--- src/rtl/psd_pkg.sv ---
`default_nettype none
package psd_pkg;

  localparam int unsigned MaxRawBytesDef = 256;
  localparam int unsigned QueueDepth     = 4;
  localparam int unsigned QueueAw        = $clog2(QueueDepth);
  localparam int unsigned DepthW         = 9;
  localparam logic [DepthW-1:0] DepthMax = '1;

  localparam logic [7:0] ChLf        = 8'h0a;
  localparam logic [7:0] ChCr        = 8'h0d;
  localparam logic [7:0] ChTab       = 8'h09;
  localparam logic [7:0] ChBs        = 8'h08;
  localparam logic [7:0] ChFf        = 8'h0c;
  localparam logic [7:0] ChSpace     = 8'h20;
  localparam logic [7:0] ChNul       = 8'h00;
  localparam logic [7:0] ChLParen    = 8'h28;
  localparam logic [7:0] ChRParen    = 8'h29;
  localparam logic [7:0] ChBackslash = 8'h5c;
  localparam logic [7:0] ChLess      = 8'h3c;
  localparam logic [7:0] ChGreater   = 8'h3e;
  localparam logic [7:0] ChZero      = 8'h30;
  localparam logic [7:0] ChSeven     = 8'h37;
  localparam logic [7:0] ChNine      = 8'h39;
  localparam logic [7:0] ChLowA      = 8'h61;
  localparam logic [7:0] ChLowF      = 8'h66;
  localparam logic [7:0] ChUpA       = 8'h41;
  localparam logic [7:0] ChUpF       = 8'h46;
  localparam logic [7:0] ChLowN      = 8'h6e;
  localparam logic [7:0] ChLowR      = 8'h72;
  localparam logic [7:0] ChLowT      = 8'h74;
  localparam logic [7:0] ChLowB      = 8'h62;

  typedef enum logic [1:0] {
    StComplete    = 2'd0,
    StNoString    = 2'd1,
    StEndOfInput  = 2'd2,
    StLengthLimit = 2'd3
  } status_e;

  typedef enum logic [1:0] {
    EscByte,
    EscCr,
    EscLf,
    EscOct
  } esc_e;

  typedef struct packed {
    logic [7:0] data_byte;
    logic       end_of_input;
  } in_t;

  typedef struct packed {
    logic [7:0] out_byte;
    logic       byte_valid;
    logic       string_done;
    logic [1:0] end_status;
  } out_t;

  typedef struct packed {
    logic       eoi;
    logic [7:0] ch;
    logic       is_space;
    logic       is_oct;
    logic       is_hex;
    logic [3:0] hex_val;
    esc_e       esc_kind;
    logic [7:0] esc_byte;
  } tok_t;

endpackage
`default_nettype wire

--- src/rtl/pdf_string_token_decoder.sv ---
`default_nettype none
// PDF string token decoder. Takes one raw byte per request and sustains one
// request per cycle while the queue is not full; a byte that yields two
// decoded results holds the second in a spill register behind the result
// register, and that register sets the rate. A request passes a classifier
// into a four-entry queue, and the decoder behind it pulls one entry a cycle,
// unless the output stalls or a spill is pending, into its state and result
// register. Literal strings close on the matching parenthesis, hex strings on
// '>', and any string closes after MaxRawBytes raw bytes; the last result of
// each string has string_done set and carries end_status.
module pdf_string_token_decoder #(
  parameter int unsigned MaxRawBytes = psd_pkg::MaxRawBytesDef
) (
  input  wire logic          clk_i,
  input  wire logic          rst_ni,
  input  wire logic          in_valid_i,
  input  wire psd_pkg::in_t  in_i,
  output logic               in_stall_o,
  output logic               out_valid_o,
  output psd_pkg::out_t      out_o,
  input  wire logic          out_stall_i
);
  import psd_pkg::*;

  logic push;
  logic full;
  tok_t push_tok;
  logic q_valid;
  tok_t q_tok;
  logic pop;

  psd_front u_front (
    .in_valid_i (in_valid_i),
    .in_i       (in_i),
    .in_stall_o (in_stall_o),
    .full_i     (full),
    .push_o     (push),
    .tok_o      (push_tok)
  );

  psd_queue u_queue (
    .clk_i   (clk_i),
    .rst_ni  (rst_ni),
    .push_i  (push),
    .tok_i   (push_tok),
    .full_o  (full),
    .valid_o (q_valid),
    .tok_o   (q_tok),
    .pop_i   (pop)
  );

  psd_back #(
    .MaxRawBytes (MaxRawBytes)
  ) u_back (
    .clk_i       (clk_i),
    .rst_ni      (rst_ni),
    .tok_valid_i (q_valid),
    .tok_i       (q_tok),
    .tok_pop_o   (pop),
    .out_valid_o (out_valid_o),
    .out_o       (out_o),
    .out_stall_i (out_stall_i)
  );

endmodule
`default_nettype wire

--- src/rtl/psd_front.sv ---
`default_nettype none
module psd_front (
  input  wire logic          in_valid_i,
  input  wire psd_pkg::in_t  in_i,
  output logic               in_stall_o,
  input  wire logic          full_i,
  output logic               push_o,
  output psd_pkg::tok_t      tok_o
);
  import psd_pkg::*;

  logic [7:0] ch;

  assign ch         = in_i.data_byte;
  assign in_stall_o = full_i;
  assign push_o     = in_valid_i && !full_i;

  always_comb begin
    tok_o          = '0;
    tok_o.eoi      = in_i.end_of_input;
    tok_o.ch       = ch;
    tok_o.is_space = (ch == ChSpace) || (ch == ChNul) || ((ch >= ChTab) && (ch <= ChCr));
    tok_o.is_oct   = (ch >= ChZero) && (ch <= ChSeven);
    tok_o.is_hex   = 1'b1;
    if ((ch >= ChZero) && (ch <= ChNine)) begin
      tok_o.hex_val = 4'(ch - ChZero);
    end else if ((ch >= ChLowA) && (ch <= ChLowF)) begin
      tok_o.hex_val = 4'(ch - ChLowA + 8'd10);
    end else if ((ch >= ChUpA) && (ch <= ChUpF)) begin
      tok_o.hex_val = 4'(ch - ChUpA + 8'd10);
    end else begin
      tok_o.is_hex  = 1'b0;
    end
    tok_o.esc_kind = EscByte;
    tok_o.esc_byte = ch;
    priority if (ch == ChLowN) begin
      tok_o.esc_byte = ChLf;
    end else if (ch == ChLowR) begin
      tok_o.esc_byte = ChCr;
    end else if (ch == ChLowT) begin
      tok_o.esc_byte = ChTab;
    end else if (ch == ChLowB) begin
      tok_o.esc_byte = ChBs;
    end else if (ch == ChLowF) begin
      tok_o.esc_byte = ChFf;
    end else if (ch == ChCr) begin
      tok_o.esc_kind = EscCr;
    end else if (ch == ChLf) begin
      tok_o.esc_kind = EscLf;
    end else if (tok_o.is_oct) begin
      tok_o.esc_kind = EscOct;
    end else begin
      tok_o.esc_kind = EscByte;
    end
  end

endmodule
`default_nettype wire

--- src/rtl/psd_queue.sv ---
`default_nettype none
module psd_queue (
  input  wire logic           clk_i,
  input  wire logic           rst_ni,
  input  wire logic           push_i,
  input  wire psd_pkg::tok_t  tok_i,
  output logic                full_o,
  output logic                valid_o,
  output psd_pkg::tok_t       tok_o,
  input  wire logic           pop_i
);
  import psd_pkg::*;

  tok_t                 mem_q [QueueDepth];
  logic [QueueAw-1:0]   wr_ptr_q, wr_ptr_d;
  logic [QueueAw-1:0]   rd_ptr_q, rd_ptr_d;
  logic [QueueAw:0]     count_q, count_d;
  logic                 do_pop;

  assign full_o  = (count_q == (QueueAw+1)'(QueueDepth));
  assign valid_o = (count_q != '0);
  assign tok_o   = mem_q[rd_ptr_q];
  assign do_pop  = pop_i && valid_o;

  always_comb begin
    wr_ptr_d = wr_ptr_q;
    rd_ptr_d = rd_ptr_q;
    count_d  = count_q;
    if (push_i) begin
      wr_ptr_d = wr_ptr_q + 1'b1;
    end
    if (do_pop) begin
      rd_ptr_d = rd_ptr_q + 1'b1;
    end
    unique case ({push_i, do_pop})
      2'b10:   count_d = count_q + 1'b1;
      2'b01:   count_d = count_q - 1'b1;
      default: count_d = count_q;
    endcase
  end

  always_ff @(posedge clk_i or negedge rst_ni) begin
    if (!rst_ni) begin
      wr_ptr_q <= '0;
      rd_ptr_q <= '0;
      count_q  <= '0;
    end else begin
      wr_ptr_q <= wr_ptr_d;
      rd_ptr_q <= rd_ptr_d;
      count_q  <= count_d;
    end
  end

  always_ff @(posedge clk_i) begin
    if (push_i) begin
      mem_q[wr_ptr_q] <= tok_i;
    end
  end

endmodule
`default_nettype wire

--- src/rtl/psd_back.sv ---
`default_nettype none
module psd_back #(
  parameter int unsigned MaxRawBytes = psd_pkg::MaxRawBytesDef
) (
  input  wire logic           clk_i,
  input  wire logic           rst_ni,
  input  wire logic           tok_valid_i,
  input  wire psd_pkg::tok_t  tok_i,
  output logic                tok_pop_o,
  output logic                out_valid_o,
  output psd_pkg::out_t       out_o,
  input  wire logic           out_stall_i
);
  import psd_pkg::*;

  localparam int unsigned RawW = $clog2(MaxRawBytes);

  typedef enum logic [1:0] {
    ModeIdle,
    ModeLit,
    ModeHex
  } mode_e;

  mode_e             mode_q, mode_d;
  logic [DepthW-1:0] depth_q, depth_d;
  logic              esc_q, esc_d;
  logic              nlskip_q, nlskip_d;
  logic              oct_act_q, oct_act_d;
  logic [7:0]        oct_val_q, oct_val_d;
  logic [1:0]        oct_dig_q, oct_dig_d;
  logic              nib_q, nib_d;
  logic [3:0]        hi_q, hi_d;
  logic [RawW-1:0]   raw_q, raw_d;

  logic              out_valid_q;
  out_t              out_q;
  logic              spill_valid_q;
  out_t              spill_q;

  logic [1:0]        nb;
  logic [7:0]        b0, b1;
  logic              done, closed, plain, limit;
  status_e           status;
  logic [1:0]        n_res;
  out_t              r0, r1;
  logic              out_free;

  assign limit = (raw_q == RawW'(MaxRawBytes - 1));

  always_comb begin
    mode_d    = mode_q;
    depth_d   = depth_q;
    esc_d     = esc_q;
    nlskip_d  = nlskip_q;
    oct_act_d = oct_act_q;
    oct_val_d = oct_val_q;
    oct_dig_d = oct_dig_q;
    nib_d     = nib_q;
    hi_d      = hi_q;
    raw_d     = raw_q;
    nb        = 2'd0;
    b0        = '0;
    b1        = '0;
    done      = 1'b0;
    closed    = 1'b0;
    plain     = 1'b0;
    status    = StComplete;

    unique case (mode_q)
      ModeLit: begin
        if (tok_i.eoi) begin
          if (oct_act_q) begin
            b0 = oct_val_q;
            nb = 2'd1;
          end
          done   = 1'b1;
          status = StEndOfInput;
        end else begin
          plain = 1'b1;
          if (oct_act_q) begin
            if (tok_i.is_oct && (oct_dig_q != 2'd3) && (oct_val_q[7:5] == 3'd0)) begin
              plain     = 1'b0;
              oct_val_d = {oct_val_q[4:0], tok_i.ch[2:0]};
              oct_dig_d = oct_dig_q + 2'd1;
              if (oct_dig_q == 2'd2) begin
                b0        = oct_val_d;
                nb        = 2'd1;
                oct_act_d = 1'b0;
              end
            end else begin
              b0        = oct_val_q;
              nb        = 2'd1;
              oct_act_d = 1'b0;
            end
          end
          if (plain && nlskip_q) begin
            nlskip_d = 1'b0;
            if (tok_i.ch == ChLf) begin
              plain = 1'b0;
            end
          end
          if (plain) begin
            priority if (esc_q) begin
              esc_d = 1'b0;
              unique case (tok_i.esc_kind)
                EscCr: nlskip_d = 1'b1;
                EscLf: nlskip_d = nlskip_d;
                EscOct: begin
                  oct_act_d = 1'b1;
                  oct_val_d = {5'd0, tok_i.ch[2:0]};
                  oct_dig_d = 2'd1;
                end
                default: begin
                  if (nb == 2'd0) b0 = tok_i.esc_byte;
                  else b1 = tok_i.esc_byte;
                  nb = nb + 2'd1;
                end
              endcase
            end else if (tok_i.ch == ChBackslash) begin
              esc_d = 1'b1;
            end else if (tok_i.ch == ChRParen && depth_q <= DepthW'(1)) begin
              depth_d = '0;
              closed  = 1'b1;
            end else begin
              if (tok_i.ch == ChLParen && depth_q != DepthMax) begin
                depth_d = depth_q + 1'b1;
              end else if (tok_i.ch == ChRParen) begin
                depth_d = depth_q - 1'b1;
              end
              if (nb == 2'd0) b0 = tok_i.ch;
              else b1 = tok_i.ch;
              nb = nb + 2'd1;
            end
          end
          if (closed) begin
            done   = 1'b1;
            status = StComplete;
          end else begin
            raw_d = raw_q + 1'b1;
            if (limit) begin
              if (oct_act_d) begin
                if (nb == 2'd0) b0 = oct_val_d;
                else b1 = oct_val_d;
                nb = nb + 2'd1;
              end
              done   = 1'b1;
              status = StLengthLimit;
            end
          end
        end
      end
      ModeHex: begin
        if (tok_i.eoi || tok_i.ch == ChGreater) begin
          if (nib_q) begin
            b0 = {hi_q, 4'd0};
            nb = 2'd1;
          end
          done   = 1'b1;
          status = tok_i.eoi ? StEndOfInput : StComplete;
        end else begin
          if (tok_i.is_hex) begin
            if (nib_q) begin
              b0    = {hi_q, tok_i.hex_val};
              nb    = 2'd1;
              nib_d = 1'b0;
            end else begin
              hi_d  = tok_i.hex_val;
              nib_d = 1'b1;
            end
          end
          raw_d = raw_q + 1'b1;
          if (limit) begin
            if (nib_d) begin
              if (nb == 2'd0) b0 = {hi_d, 4'd0};
              else b1 = {hi_d, 4'd0};
              nb = nb + 2'd1;
            end
            done   = 1'b1;
            status = StLengthLimit;
          end
        end
      end
      default: begin
        if (tok_i.eoi || !tok_i.is_space) begin
          depth_d   = '0;
          esc_d     = 1'b0;
          nlskip_d  = 1'b0;
          oct_act_d = 1'b0;
          oct_val_d = '0;
          oct_dig_d = '0;
          nib_d     = 1'b0;
          hi_d      = '0;
          raw_d     = '0;
          priority if (!tok_i.eoi && tok_i.ch == ChLParen) begin
            mode_d  = ModeLit;
            depth_d = DepthW'(1);
          end else if (!tok_i.eoi && tok_i.ch == ChLess) begin
            mode_d  = ModeHex;
          end else begin
            mode_d  = ModeIdle;
            done    = 1'b1;
            status  = StNoString;
          end
        end
      end
    endcase

    if (done) begin
      mode_d    = ModeIdle;
      depth_d   = '0;
      esc_d     = 1'b0;
      nlskip_d  = 1'b0;
      oct_act_d = 1'b0;
      oct_val_d = '0;
      oct_dig_d = '0;
      nib_d     = 1'b0;
      hi_d      = '0;
      raw_d     = '0;
    end
  end

  always_comb begin
    r0 = '0;
    r1 = '0;
    if (done && nb == 2'd0) begin
      n_res          = 2'd1;
      r0.string_done = 1'b1;
      r0.end_status  = status;
    end else begin
      n_res          = nb;
      r0.out_byte    = b0;
      r0.byte_valid  = 1'b1;
      r0.string_done = done && (nb == 2'd1);
      r0.end_status  = (done && nb == 2'd1) ? status : StComplete;
    end
    r1.out_byte    = b1;
    r1.byte_valid  = 1'b1;
    r1.string_done = done;
    r1.end_status  = done ? status : StComplete;
  end

  assign out_free    = !out_valid_q || !out_stall_i;
  assign tok_pop_o   = tok_valid_i && ((n_res == 2'd0) || (!spill_valid_q && out_free));
  assign out_valid_o = out_valid_q;
  assign out_o       = out_q;

  always_ff @(posedge clk_i or negedge rst_ni) begin
    if (!rst_ni) begin
      mode_q        <= ModeIdle;
      depth_q       <= '0;
      esc_q         <= 1'b0;
      nlskip_q      <= 1'b0;
      oct_act_q     <= 1'b0;
      oct_val_q     <= '0;
      oct_dig_q     <= '0;
      nib_q         <= 1'b0;
      hi_q          <= '0;
      raw_q         <= '0;
      out_valid_q   <= 1'b0;
      spill_valid_q <= 1'b0;
    end else begin
      if (tok_pop_o) begin
        mode_q    <= mode_d;
        depth_q   <= depth_d;
        esc_q     <= esc_d;
        nlskip_q  <= nlskip_d;
        oct_act_q <= oct_act_d;
        oct_val_q <= oct_val_d;
        oct_dig_q <= oct_dig_d;
        nib_q     <= nib_d;
        hi_q      <= hi_d;
        raw_q     <= raw_d;
      end
      if (out_free) begin
        if (spill_valid_q) begin
          out_valid_q   <= 1'b1;
          spill_valid_q <= 1'b0;
        end else if (tok_pop_o && n_res != 2'd0) begin
          out_valid_q   <= 1'b1;
          spill_valid_q <= (n_res == 2'd2);
        end else begin
          out_valid_q   <= 1'b0;
        end
      end
    end
  end

  always_ff @(posedge clk_i) begin
    if (out_free) begin
      if (spill_valid_q) begin
        out_q <= spill_q;
      end else if (tok_pop_o && n_res != 2'd0) begin
        out_q   <= r0;
        spill_q <= r1;
      end
    end
  end

endmodule
`default_nettype wire

--- config.mk ---
export PLATFORM = sky130hd
export DESIGN_NAME = pdf_string_token_decoder
export DESIGN_NICKNAME = d
export VERILOG_FILES = /design/src/rtl/psd_pkg.sv /design/src/rtl/pdf_string_token_decoder.sv /design/src/rtl/psd_front.sv /design/src/rtl/psd_queue.sv /design/src/rtl/psd_back.sv
export SDC_FILE = /design/constraint.sdc
export NUM_CORES = 1
export LEC_CHECK = 0
export ABC_AREA = 1
export ABC_CLOCK_PERIOD_IN_PS = 8800
export BUFFER_PORTS_ARGS = -buffer_cell sky130_fd_sc_hd__buf_4
export CAP_MARGIN = 20
export CELL_PAD_IN_SITES_DETAIL_PLACEMENT = 0
export CELL_PAD_IN_SITES_GLOBAL_PLACEMENT = 2
export CORE_ASPECT_RATIO = 1.4
export CORE_MARGIN = 2
export CORE_UTILIZATION = 40
export CTS_CLUSTER_SIZE = 12
export DETAILED_ROUTE_END_ITERATION = 10
export GPL_TIMING_DRIVEN = 0
export PLACE_DENSITY_LB_ADDON = 0.1
export SYNTH_ARGS = -nofsm -noshare
export SYNTH_HDL_FRONTEND = slang
export SYNTH_SLANG_ARGS = --single-unit
--- constraint.sdc ---
create_clock -name clk_i -period 8.8 [get_ports clk_i]
set_input_delay 1.76 -clock clk_i [delete_from_list [all_inputs] [get_ports clk_i]]
set_output_delay 1.76 -clock clk_i [all_outputs]
set_load 0.005 [all_outputs]
==> key figures <==
Drt
  • DR DRC count: 0
  • Avg Vias per Cell: 5.25
  • Detail Route Antenna Nets: 0
  • Routed wire length: 29200 um
  • 1st-pass router iterations: 7
  • Wire length per cell: 19.0 um
  • DR iter-0 viols: 439
  • Vias: approximately 8000

Die
  • Die outline width: 137 um
  • Core area: 24500 um^2
  • Die Height: 190 um
  • Initial Util: 40.4%
  • Ports: 27
  • Row Count: 68
  • Die Area: roughly 26000 um^2

Logic synthesis
  • Synth Flop Type: edfxtp_1
  • Yosys Warn Count: 0
  • Mapped cell area: 9910 um^2
  • Area share of the largest cell type after synthesis: 38.5%
  • Synth Register Bits: around 170
  • Synth cell count leaders: 310 x nand2_1, 127 x edfxtp_1, 110 x nor2_1
  • Sequential fraction of the synthesis area: 50.1%
  • Post-synth EDFFs: 127
  • Post-synthesis net count: between 1000 and 1500
  • Count leader, synth: nand2_1
  • Cells after Synth: 1163
  • Cell taking the most area after synthesis: edfxtp_1
  • Cell variety after synth: 56
  • Mapped Avg Cell Area: roughly 8.5 um^2
  • Async SR Flop Fraction: 26.6%
  • Ranking of synthesized cells by area: edfxtp_1 38%, nand2_1 12%, dfrtp_1 12%, nor2_1 4.2%, nand3_1 4.1%

Power and ir drop
  • Clock share of power: a little under a quarter
  • Comb pwr share: 43.6%
  • VDD IR-drop max: about 160 uV
  • Sw Ratio: 42.3%
  • Internal: 1.97 mW
  • Power per standard cell area: 306 nW/um^2
  • Psw: ~1.4 mW
  • Leak: 4.61 nW
  • Tot Pwr: 3.42 mW
  • Seq pwr share: 33.1%

Clock tree
  • CTS root buf: clkbuf_16
  • CTS tree: done
  • Clk_lat worst skew: roughly 0.44 ns
  • Clock sinks: 173
  • CTS max path bufs: 2
  • Inserted Clock Buffers: 17
  • Post-CTS Setup Inserts: 0
  • CTS Hold Bufs: 0
  • H-tree depth: 4
  • CTS clk-pin slew, worst paths: about 0.07 ns
  • Post_cts resized: 0

Global route
  • Global-route wire length before repair: around 45000 um
  • Largest net degree at the start of global routing: 47
  • Initial antenna violation count: 0
  • GRT Residual Overflow: 0
  • Number of global-route vias before repair: 7925
  • GRT Util Overall: 23.4%

Hold path
  • Hold Crit Class: reg2reg

Cells and area
  • Ant diodes: 0
  • Area occupied by multi-input gates: 4300 um^2
  • Register Area: 4960 um^2
  • Final nets: about 1200
  • Share of cells above drive strength 1: 11.4%
  • Area Overhead vs Synth: 12.7%
  • Fill cells: 2491

STA
  • Max_slew headroom: 29.8%
  • Fin crit share: around 53%
  • RSZ-0062 raised after global routing: false
  • Clock skew: 0.0150 ns
  • Final Setup Violations: 0
  • Fin Setup TNS: 0 ns
  • Final Slew Violations: 0
  • Max Clock Freq: roughly 0.21 GHz
  • Post-route minimum period: ~4.7 ns
  • Slew at the pin closest to its max-slew limit: 1.04 ns
  • Final hold vios: 0

Setup path
  • Crit path max-delay cell type: fa_1
  • CP required: 9.13 ns
  • Max FO, Critical Path: 10
  • Crit path DAT: 5.01 ns
  • Slowest stage delay, CP: 0.43 ns
  • Nature of the critical path startpoint: flip-flop
  • Most frequent CP cell: nand2_1
  • Crit end category: flip-flop
  • Setup CP Type: reg2reg

Status
  • Status: completed

Placement
  • Post-DP HPWL: 21800 um
  • Placer Congestion: between 0.9 and 1
  • Port buffer count: 26

Job
  • Max_cap viols: 0
[per-layer routing]
layer	GRT usage (%)	part of all wire, %	vias to the layer above
met2	42.1	53	137
met4	10.1	3.5	0
met5	0	0	-
li1	-	-	4058
met3	2.95	2.3	44
met1	27.5	41	3833
[through the flow]
stage | hold slack (ns) | worst slack [ns] | util (%) | instance area, um^2 | instances
final | 0.498 | 4.12 | 45.6 | 11200 | 1537
after global routing | 0.527 | 3.76 | 45.6 | 11200 | 1537
after CTS | 0.505 | 4.09 | 45.6 | 11200 | 1537
after detailed placement | 0.489 | 4.11 | 43.1 | 10600 | 1506
after global placement | 0.491 | 3.93 | 42.8 | 10500 | 1504
after floorplan | 0.458 | 4.98 | - | 9910 | 1163
[path summary, 6_finish.rpt]
kind	from	endpoint	slack, ns	cells past startpoint
worst max-delay path	u_queue.rd_ptr_q[0]	u_queue.count_q[1]	4.12	28
worst min-delay path	u_back.oct_val_q[0]	u_back.oct_val_q[0]	0.50	2
worst max register to register	u_queue.rd_ptr_q[0]	u_queue.count_q[1]	4.12	28
worst min register to register	u_back.oct_val_q[0]	u_back.oct_val_q[0]	0.50	2
max in group asynchronous	rst_ni	u_queue.wr_ptr_q[1]	6.96	1
min in group asynchronous	rst_ni	u_back.oct_val_q[6]	1.34	1
[logic make-up after synthesis]
logic type               synth area share [%]
AO/OA/AOI/OAI                            12.0
buffers and inverters                    6.81
AND/OR/NAND/NOR                          26.4
flip-flops                               50.1
XOR/XNOR                                0.972
adder cells (fa/ha/maj)                  3.23
multiplexers                            0.518
[worst max-delay path: cells and delay by family (launching register included)]
kind / cells / cell delay, ns
and+or+nand+nor: 15 / 1.57
adders and majority gates: 4 / 1.22
buffers and inverters: 7 / 0.89
DFF: 1 / 0.38
muxes: 1 / 0.26
AOI/OAI and AO/OA: 1 / 0.23
[power by group through the flow]
stage	registers [mW]	logic [mW]	clock network, mW
after floorplan	1.15	0.958	0
after global placement	1.15	1.47	0
after detailed placement	1.15	1.49	0
after CTS	1.13	1.49	0.814
after global routing	1.15	1.64	0.844
final	1.13	1.49	0.799
[cell type report]
class                   count  share of cell area, %
flip-flops and latches    173                   44.5
multi-input cells         833                   38.5
inverters                 115                   3.89
clock buffers              18                   3.84
well taps                 315                   3.53
plain buffers              42                   2.15
repair buffers             28                   1.99
clock inverters            13                   1.60
[state kept, by name (all words and copies together), names as in the netlist]
signal / flops
u_back.nlskip_q: 1
u_back.oct_act_q: 1
u_back.raw_q: 8
u_back.mode_q: 2
u_back.oct_val_q: 8
u_queue.rd_ptr_q: 2
u_queue.count_q: 3
u_back.esc_q: 1
u_back.depth_q: 9
u_back.nib_q: 1
u_queue.mem_q: 104
u_queue.wr_ptr_q: 2
u_back.out_o: 12
u_back.spill_q: 11
u_back.oct_dig_q: 2
u_back.hi_q: 4
u_back.spill_valid_q: 1
u_back.out_valid_o: 1
[layout by cell type (no fill, tap or decap), types with 4 or more instances in the layout]
| master | instances |
|---|---|
| a211oi_1 | 4 |
| a21oi_1 | 53 |
| a22oi_1 | 5 |
| a32o_1 | 6 |
| a32oi_1 | 4 |
| buf_4 | 36 |
| buf_6 | 6 |
| clkbuf_1 | 22 |
| clkbuf_16 | 17 |
| dfrtp_1 | 46 |
| edfxtp_1 | 127 |
| ha_1 | 24 |
| inv_1 | 101 |
| inv_2 | 12 |
| mux2i_1 | 4 |
| nand2_1 | 310 |
| nand2_2 | 15 |
| nand3_1 | 82 |
| nand4_1 | 22 |
| nor2_1 | 106 |
| nor2_2 | 8 |
| nor2_4 | 10 |
| nor3_1 | 19 |
| nor4_1 | 5 |
| o211ai_1 | 13 |
| o21ai_0 | 74 |
| o21ai_1 | 11 |
| o22ai_1 | 11 |
| o31ai_1 | 5 |
| xor2_1 | 9 |
Note: power is estimated with default switching activity, not from simulation.
